$ cat src/hw/rtl/binary_code_coverage_checker_core_defines.svh
// Assertion macros for the binary code coverage checker core.
// Used by the top level; relies on clk_i and rst_ni being in scope.
`ifndef BINARY_CODE_COVERAGE_CHECKER_CORE_DEFINES_SVH
`define BINARY_CODE_COVERAGE_CHECKER_CORE_DEFINES_SVH

// Consequent must hold in the same cycle as the antecedent.
`define BCCC_ASSERT_NOW(lbl, ante, cons, msg) \
  lbl: assert property (@(posedge clk_i) disable iff (!rst_ni) (ante) |-> (cons)) \
    else $error(msg);

// Consequent must hold in the cycle after the antecedent.
`define BCCC_ASSERT_NEXT(lbl, ante, cons, msg) \
  lbl: assert property (@(posedge clk_i) disable iff (!rst_ni) (ante) |=> (cons)) \
    else $error(msg);

`endif

$ cat src/hw/rtl/bccc_pkg.sv
// Shared types and constants of the binary code coverage checker.
// No dependencies; the front, lookup, output buffer and top-level RTL files import this package.
`default_nettype none

package bccc_pkg;

  // Default longest code length; sets the seen-map depth of 2^N entries.
  localparam int DEF_MAX_CODE_LEN = 16;

  // Fixed field widths.
  localparam int CODE_LEN_W  = 5;
  localparam int COUNT_OUT_W = 17;

  // Width of the string tag stored in each seen-map entry.
  localparam int EPOCH_W = 8;

  // Output buffer depth and the width of its fill count.
  localparam int OUT_DEPTH = 3;
  localparam int FIFO_CW   = $clog2(OUT_DEPTH + 1);
  localparam int FIFO_PW   = $clog2(OUT_DEPTH);

  // Payload of an input item.
  typedef struct packed {
    logic bit_value;
    logic last_bit;
  } in_item_t;

  // Payload of a result item.
  typedef struct packed {
    logic                   all_present;
    logic [COUNT_OUT_W-1:0] distinct_count;
    logic                   string_done;
  } out_item_t;

  // Payload of a configuration write.
  typedef struct packed {
    logic [CODE_LEN_W-1:0] code_len;
  } cfg_item_t;

  // Control of one lookup request from the front stage to the lookup stage.
  typedef struct packed {
    logic                  vld;
    logic                  lookup;
    logic                  last;
    logic                  wrap;
    logic [CODE_LEN_W-1:0] k;
    logic [EPOCH_W-1:0]    epoch;
  } req_ctl_t;

  // Status of the lookup stage seen by the front stage.
  typedef struct packed {
    logic s1_vld;
    logic busy;
  } lkp_status_t;

  // Lookup stage control states.
  typedef enum logic {
    LKP_SWEEP,
    LKP_RUN
  } lkp_state_e;

endpackage

`default_nettype wire

$ cat src/hw/rtl/bccc_stream_if.sv
// Valid/ready channel carrying one item payload of a given type.
// Standalone; the payload types come from bccc_pkg at the instance.
`default_nettype none

interface bccc_stream_if #(
  parameter type item_t = logic
);
  logic  valid;
  logic  ready;
  item_t payload;

  modport source (output valid, output payload, input ready);
  modport sink   (input valid, input payload, output ready);
endinterface

`default_nettype wire

$ cat src/hw/rtl/bccc_out_fifo.sv
// Output buffer of result items, a few entries deep, driving the result channel.
// Depends on bccc_pkg and bccc_stream_if.
`default_nettype none

module bccc_out_fifo import bccc_pkg::*; (
  input  wire                clk_i,
  input  wire                rst_ni,
  input  wire                push_i,
  input  out_item_t          push_data_i,
  bccc_stream_if.source      out_ch,
  output logic [FIFO_CW-1:0] fifo_cnt_o
);

  out_item_t          buf_q [OUT_DEPTH];
  logic [FIFO_PW-1:0] wr_ptr_q, wr_ptr_d;
  logic [FIFO_PW-1:0] rd_ptr_q, rd_ptr_d;
  logic [FIFO_CW-1:0] cnt_q, cnt_d;
  logic               pop;

  assign out_ch.valid   = (cnt_q != '0);
  assign out_ch.payload = buf_q[rd_ptr_q];
  assign pop            = out_ch.valid && out_ch.ready;
  assign fifo_cnt_o     = cnt_q;

  // Pointer and count update with wrap at the buffer depth.
  always_comb begin
    wr_ptr_d = wr_ptr_q;
    rd_ptr_d = rd_ptr_q;
    cnt_d    = cnt_q;
    if (push_i) begin
      wr_ptr_d = (wr_ptr_q == FIFO_PW'(OUT_DEPTH - 1)) ? '0 : wr_ptr_q + FIFO_PW'(1);
    end
    if (pop) begin
      rd_ptr_d = (rd_ptr_q == FIFO_PW'(OUT_DEPTH - 1)) ? '0 : rd_ptr_q + FIFO_PW'(1);
    end
    if (push_i && !pop) begin
      cnt_d = cnt_q + FIFO_CW'(1);
    end else if (pop && !push_i) begin
      cnt_d = cnt_q - FIFO_CW'(1);
    end
  end

  always_ff @(posedge clk_i or negedge rst_ni) begin
    if (!rst_ni) begin
      wr_ptr_q <= '0;
      rd_ptr_q <= '0;
      cnt_q    <= '0;
    end else begin
      wr_ptr_q <= wr_ptr_d;
      rd_ptr_q <= rd_ptr_d;
      cnt_q    <= cnt_d;
    end
  end

  // Result storage.
  always_ff @(posedge clk_i) begin
    if (push_i) begin
      buf_q[wr_ptr_q] <= push_data_i;
    end
  end

endmodule

`default_nettype wire

$ cat src/flat_wrapper.sv
// flat-port wrapper written by rule: the top's interface ports become plain ports
module bccc_out_fifo_flat import bccc_pkg::*;
  (clk_i, rst_ni, push_i, push_data_i, fifo_cnt_o, out_ch_valid, out_ch_payload, out_ch_ready);
  bccc_stream_if out_ch_i ();
  input  wire clk_i;
  input  wire rst_ni;
  input  wire push_i;
  input  out_item_t push_data_i;
  output logic [FIFO_CW-1:0] fifo_cnt_o;
  output wire logic [$bits(out_ch_i.valid)-1:0] out_ch_valid;
  output wire logic [$bits(out_ch_i.payload)-1:0] out_ch_payload;
  input wire logic [$bits(out_ch_i.ready)-1:0] out_ch_ready;
  assign out_ch_valid = out_ch_i.valid;
  assign out_ch_payload = out_ch_i.payload;
  assign out_ch_i.ready = out_ch_ready;
  bccc_out_fifo u_core (.clk_i(clk_i), .rst_ni(rst_ni), .push_i(push_i), .push_data_i(push_data_i), .out_ch(out_ch_i), .fifo_cnt_o(fifo_cnt_o));
endmodule
$ cat config.mk
export PLATFORM = sky130hd
export DESIGN_NAME = bccc_out_fifo_flat
export DESIGN_NICKNAME = d
export VERILOG_FILES = /design/src/hw/rtl/binary_code_coverage_checker_core_defines.svh /design/src/hw/rtl/bccc_pkg.sv /design/src/hw/rtl/bccc_stream_if.sv /design/src/hw/rtl/bccc_out_fifo.sv /design/src/flat_wrapper.sv
export SDC_FILE = /design/constraint.sdc
export NUM_CORES = 1
export LEC_CHECK = 0
export BUFFER_PORTS_ARGS = -buffer_cell sky130_fd_sc_hd__buf_4
export CORE_AREA = 2 2 39 41
export DETAILED_ROUTE_END_ITERATION = 8
export DIE_AREA = 0 0 41 43
export MAX_ROUTING_LAYER = met4
export PLACE_DENSITY_LB_ADDON = 0.12
export SLEW_MARGIN = 20
export SYNTH_ARGS = -nofsm -noshare
export SYNTH_HDL_FRONTEND = slang
export SYNTH_SLANG_ARGS = --single-unit
$ cat constraint.sdc
create_clock -name clk_i -period 3.5 [get_ports clk_i]
set_clock_uncertainty 0.05 [all_clocks]
set_input_delay 0.175 -clock clk_i [delete_from_list [all_inputs] [get_ports clk_i]]
set_output_delay 0.175 -clock clk_i [all_outputs]
set_load 0.005 [all_outputs]
## Word-level counts from Yosys, hierarchy flattened

Memories as Yosys holds them, arrays and structs flattened.
Cells that the tools add are included.

| storage, ports and cells | value |
|---|---|
| memories | 1 |
| bits in writable memories | 57 |
| bits in registers | 6 |
| output and inout bits | 4 |
| input bits | 23 |

Memory list:

| memory | words | bits a word | read ports | clocked after memory_dff | write ports | line | RTL |
|---|---|---|---|---|---|---|---|
| u_core.buf_q | 3 | 19 | 1 | 0 | 1 | bccc_out_fifo.sv:14 | `out_item_t buf_q [OUT_DEPTH];` |

| cells by class | value |
|---|---|
| reductions and logical operators | 7 |
| eq/ne operators | 2 |
| add/subtract/negate cells | 4 |
| multiplexer cells | 6 |

Operator list:

| operator | count |
|---|---|
| two-way mux 2 bit | 4 |
| adder 2 x 1 -> 2 bit (second input constant) | 3 |
| equality test 2 bit (second input constant) | 2 |
| nonzero test 2 bit | 2 |
| logical AND 1 bit | 3 |
| zero test 1 bit | 2 |
| two-way mux 1 bit | 2 |
| subtractor 2 x 1 -> 2 bit (second input constant) | 1 |

## Longest topological paths before layout

Gate-level depths: netlist of the first run.

| depth | value |
|---|---|
| word-level depth | 5 |
| gate-level depth with buffers | 5 |
| gate-level depth less buffers | 5 |

## Worst setup path after synthesis of the first run

No wires, ideal clock.

| timing | value |
|---|---|
| kind | flip-flop to flip-flop |
| from | reg u_core.cnt_q[0], in the netlist u_core.fifo_cnt_o[0] |
| to | reg u_core.cnt_q[1], in the netlist u_core.fifo_cnt_o[1] |
| path slack | 2179 ps |
| cell stages (with the launch flop) | 6 |
| setup time | 126 ps |
| data arrival time | 1145 ps |
| period minus slack after synthesis | 1321 ps |
| path through | dfrtp_1 -> o21ai_2 -> ha_1 -> xor2_1 -> nor2_1 -> xor2_1 |

| between the ends | value |
|---|---|
| word-level cells in the longest chain between the ends | 5 |
| elaborated cells on any way between the ends | 10 |

RTL lines:

| what | line | RTL |
|---|---|---|
| start: declaration | bccc_out_fifo.sv:17 | `logic [FIFO_CW-1:0] cnt_q, cnt_d;` |
| start signal: assignment | bccc_out_fifo.sv:51 | `cnt_q <= cnt_d;` |
| branches (longest 5 deep; another with subtractor 2 x 1 -> 2 bit) | n/a |  |

Parallel ways; which one is timed is not known. The select of a mux whose other input is x is not followed.
A chain may end at the register's enable or synchronous reset.

## Worst setup path in the final report of the first run

Ends and elaborated chain as after synthesis.

==> qor.csv, run 1 <==
metric,value,unit
RD Place Congestion,0.606,
"Cell Count, Final, Fillers Out",60,
CP endpoint kind,register,
Syn Area/Cell,12.5,µm²
Layout Nets,69,
Worst Hold Class,in -> reg,
Tot Pwr,0.405,mW
Yosys top cell area share,38.7,%
core box area,1380,µm²
r2r startpoint,u_core.fifo_cnt_o[0]$_DFFE_PN0P_,
clock sink count,9,
Placed Instances,55,
Final Util,36.4,%
via/cell ratio,4.42,
Crit path arrival time,1.52,ns
Clock Path Buffers,2,
H-tree lvl count,1,
Vert. Die Dim,43,µm
initial DRC count,1,
Synth Register Bits,9,
Synth area leader,dfrtp_1,
Peak VDD IR,331,µV
CTS Buf Count,3,
routed vias,265,
ranking of synthesized cells by area,"dfrtp_1 39%, edfxtp_1 23%, a21o_1 5.8%, xor2_1 4.5%, ha_1 3.2%",
# resized after CTS,0,
Final Setup Violations,0,
post-DP HPWL,506,µm
CTS Root Cell,clkbuf_4,
number of diodes,0,
drt wl/cell,10.6,µm
distinct cell type count after synthesis,17,
Antenna Nets Post-Route,0,
first-pass GRT wire length,1060,µm
worst path required time,3.58,ns
CTS tree,built,
fraction of layout cells with a size suffix above 1,31.8,%
GRT overflow,0,
measured slew at the worst slew-check pin,0.228,ns
Cells after Synth,31,
maxcap violations,0,
count of input and output buffers,8,
"Slew Viols, Final",0,
Clock Latency Late Sink,0.25,ns
status,"complete, no violations",
Syn-to-layout area delta,30.0,%
DR pass1 iterations,4,
fmax,694,MHz
Ys Warns,0,
startpoint types,register,
crit-path max FO,5,
cell area after synthesis,388,µm²
vias in the first global route,282,
Cell Pwr Density,804,nW/µm²
DRC,0,
Routed WL,634,µm
Tmin final,1.44,ns
initial core utilization,28.0,%
initial antenna violation count,0,
worst setup path class,reg -> reg,
io pins,27,
Mapped Nets,55,
Leak,0.235,nW
Hold Startpoint,push_data_i[0],
clk slew on worst S/H paths,0.06,ns
largest net degree at the start of global routing,7,
Worst Hold End,u_core.buf_q[2][0]$_DFFE_PP_,
Worst slew margin,84.8,%
Crit. Startpoint,u_core.fifo_cnt_o[0]$_DFFE_PN0P_,
post-route setup TNS,0,ns
Die W,41,µm
Reg2Reg Depth,5,
row count,14,
die area,1760,µm²
"Seq/Total Area, Yosys",61.9,%
Hold Buf Count CTS,1,
hold path cells,1,
fillers,146,
FF-to-FF setup slack,2.06,ns
final period utilization,41.2,%
setup bufs post-CTS,0,
Fin. Hold Viols,0,
Total GRT Usage,9.49,%
FF-to-FF End,u_core.fifo_cnt_o[1]$_DFFE_PN0P_,
RSZ-0062 raised after global routing,no,
critical path, stage by stage (launching register included):
cell and delay [ns]:
dfrtp_1 0.44, o21ai_2 0.26, ha_1 0.20, xor2_1 0.16, nor2_1 0.07, xor2_1 0.14
routing by layer:
| layer | vias to the layer above | wire length, µm | track usage [%] | part of all wire [%] |
|---|---|---|---|---|
| met3 | 2 | 28 | 3.14 | 4.4 |
| met2 | 4 | 329 | 15.0 | 52 |
| li1 | 132 | - | - | - |
| met5 | - | 0 | - | 0 |
| met1 | 127 | 266 | 9.40 | 42 |
| met4 | 0 | 8 | 6.00 | 1.3 |
power breakdown:
| group | leakage (nW) | switching, mW | internal [mW] |
|---|---|---|---|
| Combinational | 0.119 | 0.0546 | 0.0819 |
| Clock | 0.0150 | 0.0339 | 0.0438 |
| Sequential | 0.101 | 0.0421 | 0.149 |
| Total | 0.235 | 0.131 | 0.275 |
worst max-delay path by stage:
stage                                             to  slack [ns]  depth (start not counted)
floorplan           u_core.fifo_cnt_o[1]$_DFFE_PN0P_        2.18                          5
global placement    u_core.fifo_cnt_o[1]$_DFFE_PN0P_        2.12                          5
detailed placement  u_core.fifo_cnt_o[1]$_DFFE_PN0P_        2.06                          5
CTS                 u_core.fifo_cnt_o[1]$_DFFE_PN0P_        2.04                          5
global route        u_core.fifo_cnt_o[1]$_DFFE_PN0P_        1.93                          4
finish              u_core.fifo_cnt_o[1]$_DFFE_PN0P_        2.06                          5
placed cells by master (no fill, tap or decap):
master / instances
nor3_2: 1
clkbuf_4: 3
xor2_1: 2
nor3b_1: 1
nand2b_1: 1
a21o_1: 3
buf_4: 8
nor2_1: 2
ha_1: 1
o21ai_1: 2
mux2i_1: 1
xnor2_1: 1
edfxtp_1: 3
or2_1: 1
dfrtp_1: 6
o21ai_2: 1
nor3_1: 1
dlygate4sd3_1: 1
inv_2: 1
nand2_1: 3
clkbuf_1: 1
metrics by stage:
stage	hold WS, ns	setup WS [ns]	cell area [µm²]
final	0.0660	2.06	504
after global placement	-0.0665	2.12	468
after global routing	0.0512	1.93	504
after detailed placement	-0.0596	2.06	468
after floorplan	-0.171	2.18	388
after CTS	0.0635	2.04	504
cells by family after synthesis:
logic type | after synthesis | synth area share, %
xor+xnor | 3 | 6.78
fa+ha+maj | 1 | 3.23
simple gates | 10 | 13.9
buf+inv | 1 | 0.967
mux | 1 | 2.58
compound gates | 6 | 10.6
flops | 9 | 61.9
registers in the layout (all words and copies together) (netlist names):
| signal | flops |
|---|---|
| u_core.wr_ptr_q | 2 |
| u_core.fifo_cnt_o | 2 |
| u_core.buf_q | 3 |
| u_core.rd_ptr_q | 2 |
final cells by class:
| type | count | area, µm² | area share, % |
|---|---|---|---|
| sequential | 9 | 240 | 47.6 |
| multi-input combinational | 21 | 144 | 28.5 |
| timing repair buffer | 9 | 70.1 | 13.9 |
| clock buffer | 4 | 26.3 | 5.21 |
| tap | 16 | 20.0 | 3.97 |
| inverter | 1 | 3.75 | 0.744 |
cells in the mapped netlist, drive strengths merged:
master	count
a21o	3
dfrtp	6
edfxtp	3
ha	1
inv	1
mux2i	1
nand2	3
nand2b	1
nor2	2
nor3	2
nor3b	1
o21ai	3
or2	1
xnor2	1
xor2	2
No activity file was read; power rests on OpenSTA's default activity.
==> inputs of run 2 (changes only) <==
clock period = 1.3 ns   (was 3.5 ns; I/O delays follow)
==> qor.csv, run 2 (synthesized netlist as in run 1, its figures left out) <==
metric,value,unit,change
maxcap violations,0,,unchanged
DRC,0,,unchanged
CTS tree,built,,unchanged
Fin. Hold Viols,0,,unchanged
Clock Power Share,17.8,%,was 19.2%
Tmin final,1.28,ns,
GRT overflow,0,,unchanged
number of diodes,0,,unchanged
initial DRC count,5,,was 1
fmax,784,MHz,
post-DP HPWL,528,µm,was 506 µm
most frequent cells in the layout,"9 x buf_4, 6 x dfrtp_1",,"was 8 x buf_4, 6 x dfrtp_1"
"commonest non-fill, non-tap cell in the layout",buf_4,,unchanged
count of input and output buffers,8,,unchanged
CTS Buf Count,3,,unchanged
post-route setup TNS,0,ns,unchanged
initial antenna violation count,0,,unchanged
P_sw,0.387,mW,was 0.131 mW
Peak VDD IR,893,µV,was 331 µV
setup bufs post-CTS,0,,unchanged
RD Place Congestion,0.612,,was 0.606
sequential standard cell area,240,µm²,unchanged
r2r startpoint,u_core.fifo_cnt_o[1]$_DFFE_PN0P_,,was u_core.fifo_cnt_o[0]$_DFFE_PN0P_
crit path to,out_ch_valid,,was u_core.fifo_cnt_o[1]$_DFFE_PN0P_
"Critical Path, Cell by Cell",buf_6 -> or2_1 -> buf_6,,was o21ai_2 -> ha_1 -> xor2_1 -> nor2_1 -> xor2_1
Antenna Nets Post-Route,0,,unchanged
row count,14,,unchanged
Reg2Reg Depth,5,,unchanged
core box area,1380,µm²,unchanged
Total GRT Usage,11.1,%,was 9.49%
DR pass1 iterations,4,,unchanged
Die W,41,µm,unchanged
routed vias,283,,was 265
FF-to-FF End,u_core.fifo_cnt_o[1]$_DFFE_PN0P_,,unchanged
H-tree lvl count,1,,unchanged
Leak,0.256,nW,was 0.235 nW
RSZ-0062 raised after global routing,yes,,was no
Layout Nets,73,,was 69
Syn-to-layout area delta,42.9,%,was 30.0%
Final Util,40.1,%,was 36.4%
sequential power share,40.8,%,was 47.1%
Crit. Startpoint,u_core.fifo_cnt_o[0]$_DFFE_PN0P_,,unchanged
worst path required time,1.19,ns,was 3.58 ns
Routed WL,698,µm,was 634 µm
Worst Hold Class,in -> async,,was in -> reg
Biggest register,u_core.buf_q,,unchanged
Worst slew margin,84.8,%,about the same
critical path's slowest cell,dfrtp_1,,unchanged
final hold slack,0.0867,ns,was 0.0660 ns
dpl cell area,490,µm²,was 468 µm²
Sw Ratio,32.0,%,was 32.2%
max reg flops,3,,unchanged
via/cell ratio,4.42,,about the same
Vert. Die Dim,43,µm,unchanged
Final Setup Violations,0,,unchanged
io pins,27,,unchanged
initial core utilization,28.0,%,unchanged
Logic pwr share,41.4,%,was 33.7%
post-route design area,554,µm²,was 504 µm²
Crit path arrival time,1.16,ns,was 1.52 ns
CP endpoint kind,output port,,was register
worst setup path class,reg -> out,,was reg -> reg
Max stage delay on crit path,0.40,ns,was 0.44 ns
vias in the first global route,258,,was 282
largest net degree at the start of global routing,7,,unchanged
die area,1760,µm²,unchanged
fillers,135,,was 146
"most used cell, CP",buf_6,,was xor2_1
drt wl/cell,10.9,µm,was 10.6 µm
Clock Path Buffers,2,,unchanged
crit-path max FO,4,,was 5
fraction of layout cells with a size suffix above 1,39.6,%,was 31.8%
status,"complete, no violations",,unchanged
Clock Latency Late Sink,0.25,ns,about the same
FF-to-FF setup slack,0.04,ns,was 2.06 ns
clk slew on worst S/H paths,0.06,ns,about the same
CTS Root Cell,clkbuf_4,,unchanged
measured slew at the worst slew-check pin,0.228,ns,about the same
Cell Pwr Density,2180,nW/µm²,was 804 nW/µm²
"Slew Viols, Final",0,,unchanged
area occupied by multi-input gates,154,µm²,was 144 µm²
final period utilization,98.1,%,
startpoint types,register,,unchanged
Internal,0.822,mW,was 0.275 mW
clock sink count,9,,unchanged
first-pass GRT wire length,1090,µm,was 1060 µm
==> run 2: what timing repair did <==
item | 4_1_cts | 5_1_grt
pin swaps | 0 | 1
hold buffers | 2 | 0
endpoints found under the hold margin | 9 | 0
resized for setup | 1 | 3
endpoints found under the setup margin | 1 | 2
==> run 2: cell type report <==
type | instances | area share [%]
Sequential cell | 9 | 43.3
Clock buffer | 4 | 4.74
Tap cell | 16 | 3.61
Timing Repair Buffer | 13 | 19.9
Multi-Input combinational cell | 21 | 27.8
Inverter | 1 | 0.677
==> run 2: per-layer routing <==
layer,vias up,wire length [µm],track usage [%]
met4,0,18,14.0
met3,4,25,3.14
met5,-,0,-
met2,6,384,15.0
li1,143,-,-
met1,130,269,10.4
==> run 2: critical path, delay by kind of cell (launching register included) <==
family | cells | cell delay [ns]
DFF | 1 | 0.40
buffers and inverters | 2 | 0.26
and+or+nand+nor | 1 | 0.24
==> run 2: how the worst min path moves through the flow <==
stage	start	to	slack, ns	depth (start not counted)
floorplan	rst_ni	u_core.fifo_cnt_o[0]$_DFFE_PN0P_	-0.28	0
global placement	rst_ni	u_core.rd_ptr_q[1]$_DFFE_PN0P_	-0.18	1
detailed placement	rst_ni	u_core.rd_ptr_q[0]$_DFFE_PN0P_	-0.17	1
CTS	rst_ni	u_core.rd_ptr_q[0]$_DFFE_PN0P_	0.08	2
global route	push_i	u_core.wr_ptr_q[1]$_DFFE_PN0P_	0.09	3
finish	rst_ni	u_core.rd_ptr_q[0]$_DFFE_PN0P_	0.09	2
==> run 2: power groups by stage <==
stage | Clock, mW | Combinational [mW] | Sequential (mW)
4_1_cts | 0.230 | 0.482 | 0.494
5_1_grt | 0.240 | 0.556 | 0.506
6_report | 0.216 | 0.501 | 0.493
3_3_place_gp | 0 | 0.433 | 0.489
2_1_floorplan | 0 | 0.216 | 0.505
3_5_place_dp | 0 | 0.461 | 0.496
==> run 2: through the flow <==
stage | worst slack [ns] | power (mW) | instances
after floorplan | 0.00217 | 0.720 | 31
after global placement | 0.0830 | 0.922 | 58
after detailed placement | 0.0331 | 0.957 | 58
after CTS | 0.00968 | 1.21 | 64
after global routing | -0.0546 | 1.30 | 64
final | 0.0249 | 1.21 | 64
==> inputs of run 3 (changes only) <==
ABC_AREA = 1   (was not set)
CTS_BUF_LIST = sky130_fd_sc_hd__clkbuf_8   (was not set)
==> qor.csv, run 3 <==
metric,value,unit,change
status,"complete, no violations",,unchanged
final hold slack,0.0491,ns,was 0.0867 ns
fmax,842,MHz,was 784 MHz
Syn Area/Cell,9.43,µm²,was 12.5 µm²
die area,1760,µm²,unchanged
H-tree lvl count,1,,unchanged
row count,14,,unchanged
Worst Hold Class,in -> reg,,was in -> async
io pins,27,,unchanged
cell area after synthesis,424,µm²,was 388 µm²
largest net degree at the start of global routing,7,,unchanged
most frequent cell after synthesis,nand2_1,,was dfrtp_1
Synth area leader,dfrtp_1,,unchanged
Ys Warns,0,,unchanged
Antenna Nets Post-Route,0,,unchanged
final period utilization,91.3,%,was 98.1%
Yosys top cell area share,35.4,%,was 38.7%
Routed WL,725,µm,was 698 µm
clock sink count,9,,unchanged
Clock Power Share,22.4,%,was 17.8%
initial antenna violation count,0,,unchanged
"commonest non-fill, non-tap cell in the layout",buf_4,,unchanged
Cells after Synth,45,,was 31
CP endpoint kind,register,,was output port
Biggest register,u_core.buf_q,,unchanged
first-pass GRT wire length,1220,µm,was 1090 µm
initial DRC count,5,,unchanged
Layout Nets,87,,was 73
maxcap violations,0,,unchanged
worst path required time,1.37,ns,was 1.19 ns
Tmin final,1.19,ns,was 1.28 ns
Leak,0.306,nW,was 0.256 nW
Vert. Die Dim,43,µm,unchanged
Clock Latency Late Sink,0.23,ns,was 0.25 ns
crit-path max FO,3,,was 4
Logic pwr share,43.2,%,was 41.4%
Crit path arrival time,1.26,ns,was 1.16 ns
Post-synth top flop,dfrtp_1,,unchanged
post-route setup TNS,0,ns,unchanged
Final Setup Violations,0,,unchanged
clk slew on worst S/H paths,0.04,ns,was 0.06 ns
RSZ-0062 raised after global routing,no,,was yes
Cell Pwr Density,2260,nW/µm²,was 2180 nW/µm²
ranking of synthesized cells by area,"dfrtp_1 35%, edfxtp_1 21%, nand2_1 8.8%, nand3_1 7.1%, inv_1 6.2%",,"was dfrtp_1 39%, edfxtp_1 23%, a21o_1 5.8%, xor2_1 4.5%, ha_1 3.2%"
measured slew at the worst slew-check pin,0.149,ns,was 0.228 ns
Synth Register Bits,9,,unchanged
startpoint types,register,,unchanged
Die W,41,µm,unchanged
Sw Ratio,33.8,%,was 32.0%
via/cell ratio,4.41,,was 4.42
GRT overflow,0,,unchanged
drt wl/cell,9.29,µm,was 10.9 µm
async set-reset flop share out of synthesis,66.7,%,unchanged
fraction of layout cells with a size suffix above 1,37.1,%,was 39.6%
Total GRT Usage,10.8,%,was 11.1%
top post-synthesis cells by count,"10 x nand2_1, 7 x inv_1, 6 x dfrtp_1, 6 x nand3_1, 3 x edfxtp_1",,"was 6 x dfrtp_1, 3 x a21o_1, 3 x edfxtp_1, 3 x nand2_1"
Syn-to-layout area delta,42.5,%,was 42.9%
P_sw,0.461,mW,was 0.387 mW
number of diodes,0,,unchanged
CTS Buf Count,3,,unchanged
Internal,0.904,mW,was 0.822 mW
distinct cell type count after synthesis,14,,was 17
RD Place Congestion,0.686,,was 0.612
setup bufs post-CTS,0,,unchanged
Mapped Nets,69,,was 55
"Seq/Total Area, Yosys",56.6,%,was 61.9%
CTS Root Cell,clkbuf_8,,was clkbuf_4
worst setup path class,reg -> reg,,was reg -> out
post-DP HPWL,565,µm,was 528 µm
Worst slew margin,90.0,%,was 84.8%
"EDFF count, synth",3,,unchanged
most frequent cells in the layout,"11 x buf_4, 10 x nand2_1, 6 x inv_1, 6 x nand3_1, 6 x dfrtp_1",,"was 9 x buf_4, 6 x dfrtp_1"
sequential power share,34.4,%,was 40.8%
initial core utilization,30.7,%,was 28.0%
count of input and output buffers,8,,unchanged
Clock Path Buffers,2,,unchanged
"Slew Viols, Final",0,,unchanged
core box area,1380,µm²,unchanged
Peak VDD IR,757,µV,was 893 µV
DR pass1 iterations,4,,unchanged
vias in the first global route,327,,was 258
routed vias,344,,was 283
max reg flops,3,,unchanged
DRC,0,,unchanged
Fin. Hold Viols,0,,unchanged
CTS tree,built,,unchanged
[run 3: cell count changes in the layout (fill, tap and decap cells not counted), sizes merged]
cell	before	now
or2	1	0
a21o	3	0
clkbuf	4	3
nand3	0	6
nor3	2	0
nand2	3	13
mux2i	1	0
xor2	2	0
nand2b	1	0
nor3b	1	0
nand4	0	1
inv	1	10
[run 3: cells by family after synthesis]
group / count (synthesis) / share of synthesized area, %
adder cells (fa/ha/maj): 1 / 2.95
AND/OR/NAND/NOR: 22 / 26.0
XOR/XNOR: 1 / 2.07
flip-flops: 9 / 56.6
buffers and inverters: 9 / 7.97
AO/OA/AOI/OAI: 3 / 4.43
[run 3: final timing paths]
path	startpoint	end	slack [ns]	cells past startpoint
max in group asynchronous	rst_ni	u_core.wr_ptr_q[0]$_DFFE_PN0P_	0.94	2
setup / recovery	u_core.fifo_cnt_o[1]$_DFFE_PN0P_	u_core.fifo_cnt_o[1]$_DFFE_PN0P_	0.11	8
hold / removal	push_i	u_core.wr_ptr_q[0]$_DFFE_PN0P_	0.05	2
setup reg to reg	u_core.fifo_cnt_o[1]$_DFFE_PN0P_	u_core.fifo_cnt_o[1]$_DFFE_PN0P_	0.11	8
hold reg to reg	u_core.rd_ptr_q[0]$_DFFE_PN0P_	u_core.rd_ptr_q[0]$_DFFE_PN0P_	0.47	2
min in group asynchronous	rst_ni	u_core.fifo_cnt_o[1]$_DFFE_PN0P_	0.14	2
[run 3: final cells by class]
cell class / instances / area, µm²
Fill cell: 143 / 779
Sequential cell: 9 / 240
Multi-Input combinational cell: 27 / 163
Timing Repair Buffer: 13 / 103
Clock buffer: 3 / 41.3
Inverter: 9 / 33.8
Tap cell: 16 / 20.0
Clock inverter: 1 / 3.75
[run 3: through the flow]
stage	cells	utilization (%)	total power, mW	instance area (µm²)	setup slack [ns]
floorplan	45	-	0.796	424	0.0229
global placement	72	38.1	1.03	527	0.0376
finish	78	43.7	1.37	604	0.113
CTS	78	42.8	1.36	592	0.00780
global route	78	43.7	1.49	604	0.0482
detailed placement	72	38.1	1.04	527	0.0173
[run 3: timing repair]
action / CTS / global route
gates resized for setup: 0 / 3
endpoints found under the hold margin: 9 / 0
setup endpoints to repair: 0 / 1
hold buffers: 2 / 0
[run 3: power by group through the flow]
stage | Clock [mW] | Sequential, mW | Combinational [mW]
2_1_floorplan | 0 | 0.476 | 0.320
3_3_place_gp | 0 | 0.468 | 0.564
3_5_place_dp | 0 | 0.472 | 0.568
4_1_cts | 0.319 | 0.468 | 0.576
5_1_grt | 0.336 | 0.481 | 0.670
6_report | 0.306 | 0.469 | 0.590
[run 3: critical path: stages (launching register included)]
cell,delay [ns]
dfrtp_1,0.38
inv_2,0.08
nand2_4,0.07
nand2_4,0.07
ha_4,0.20
inv_2,0.05
nand3_1,0.08
nand2_1,0.06
nand2_1,0.04
[run 3: layer usage]
layer  part of all wire (%)  up-vias  global-route usage, %
met4                      0        0                   4.00
met5                      0        -                      -
met1                     47      158                   14.1
li1                       -      177                      -
met3                    7.2        0                   4.71
met2                     46        9                   14.4
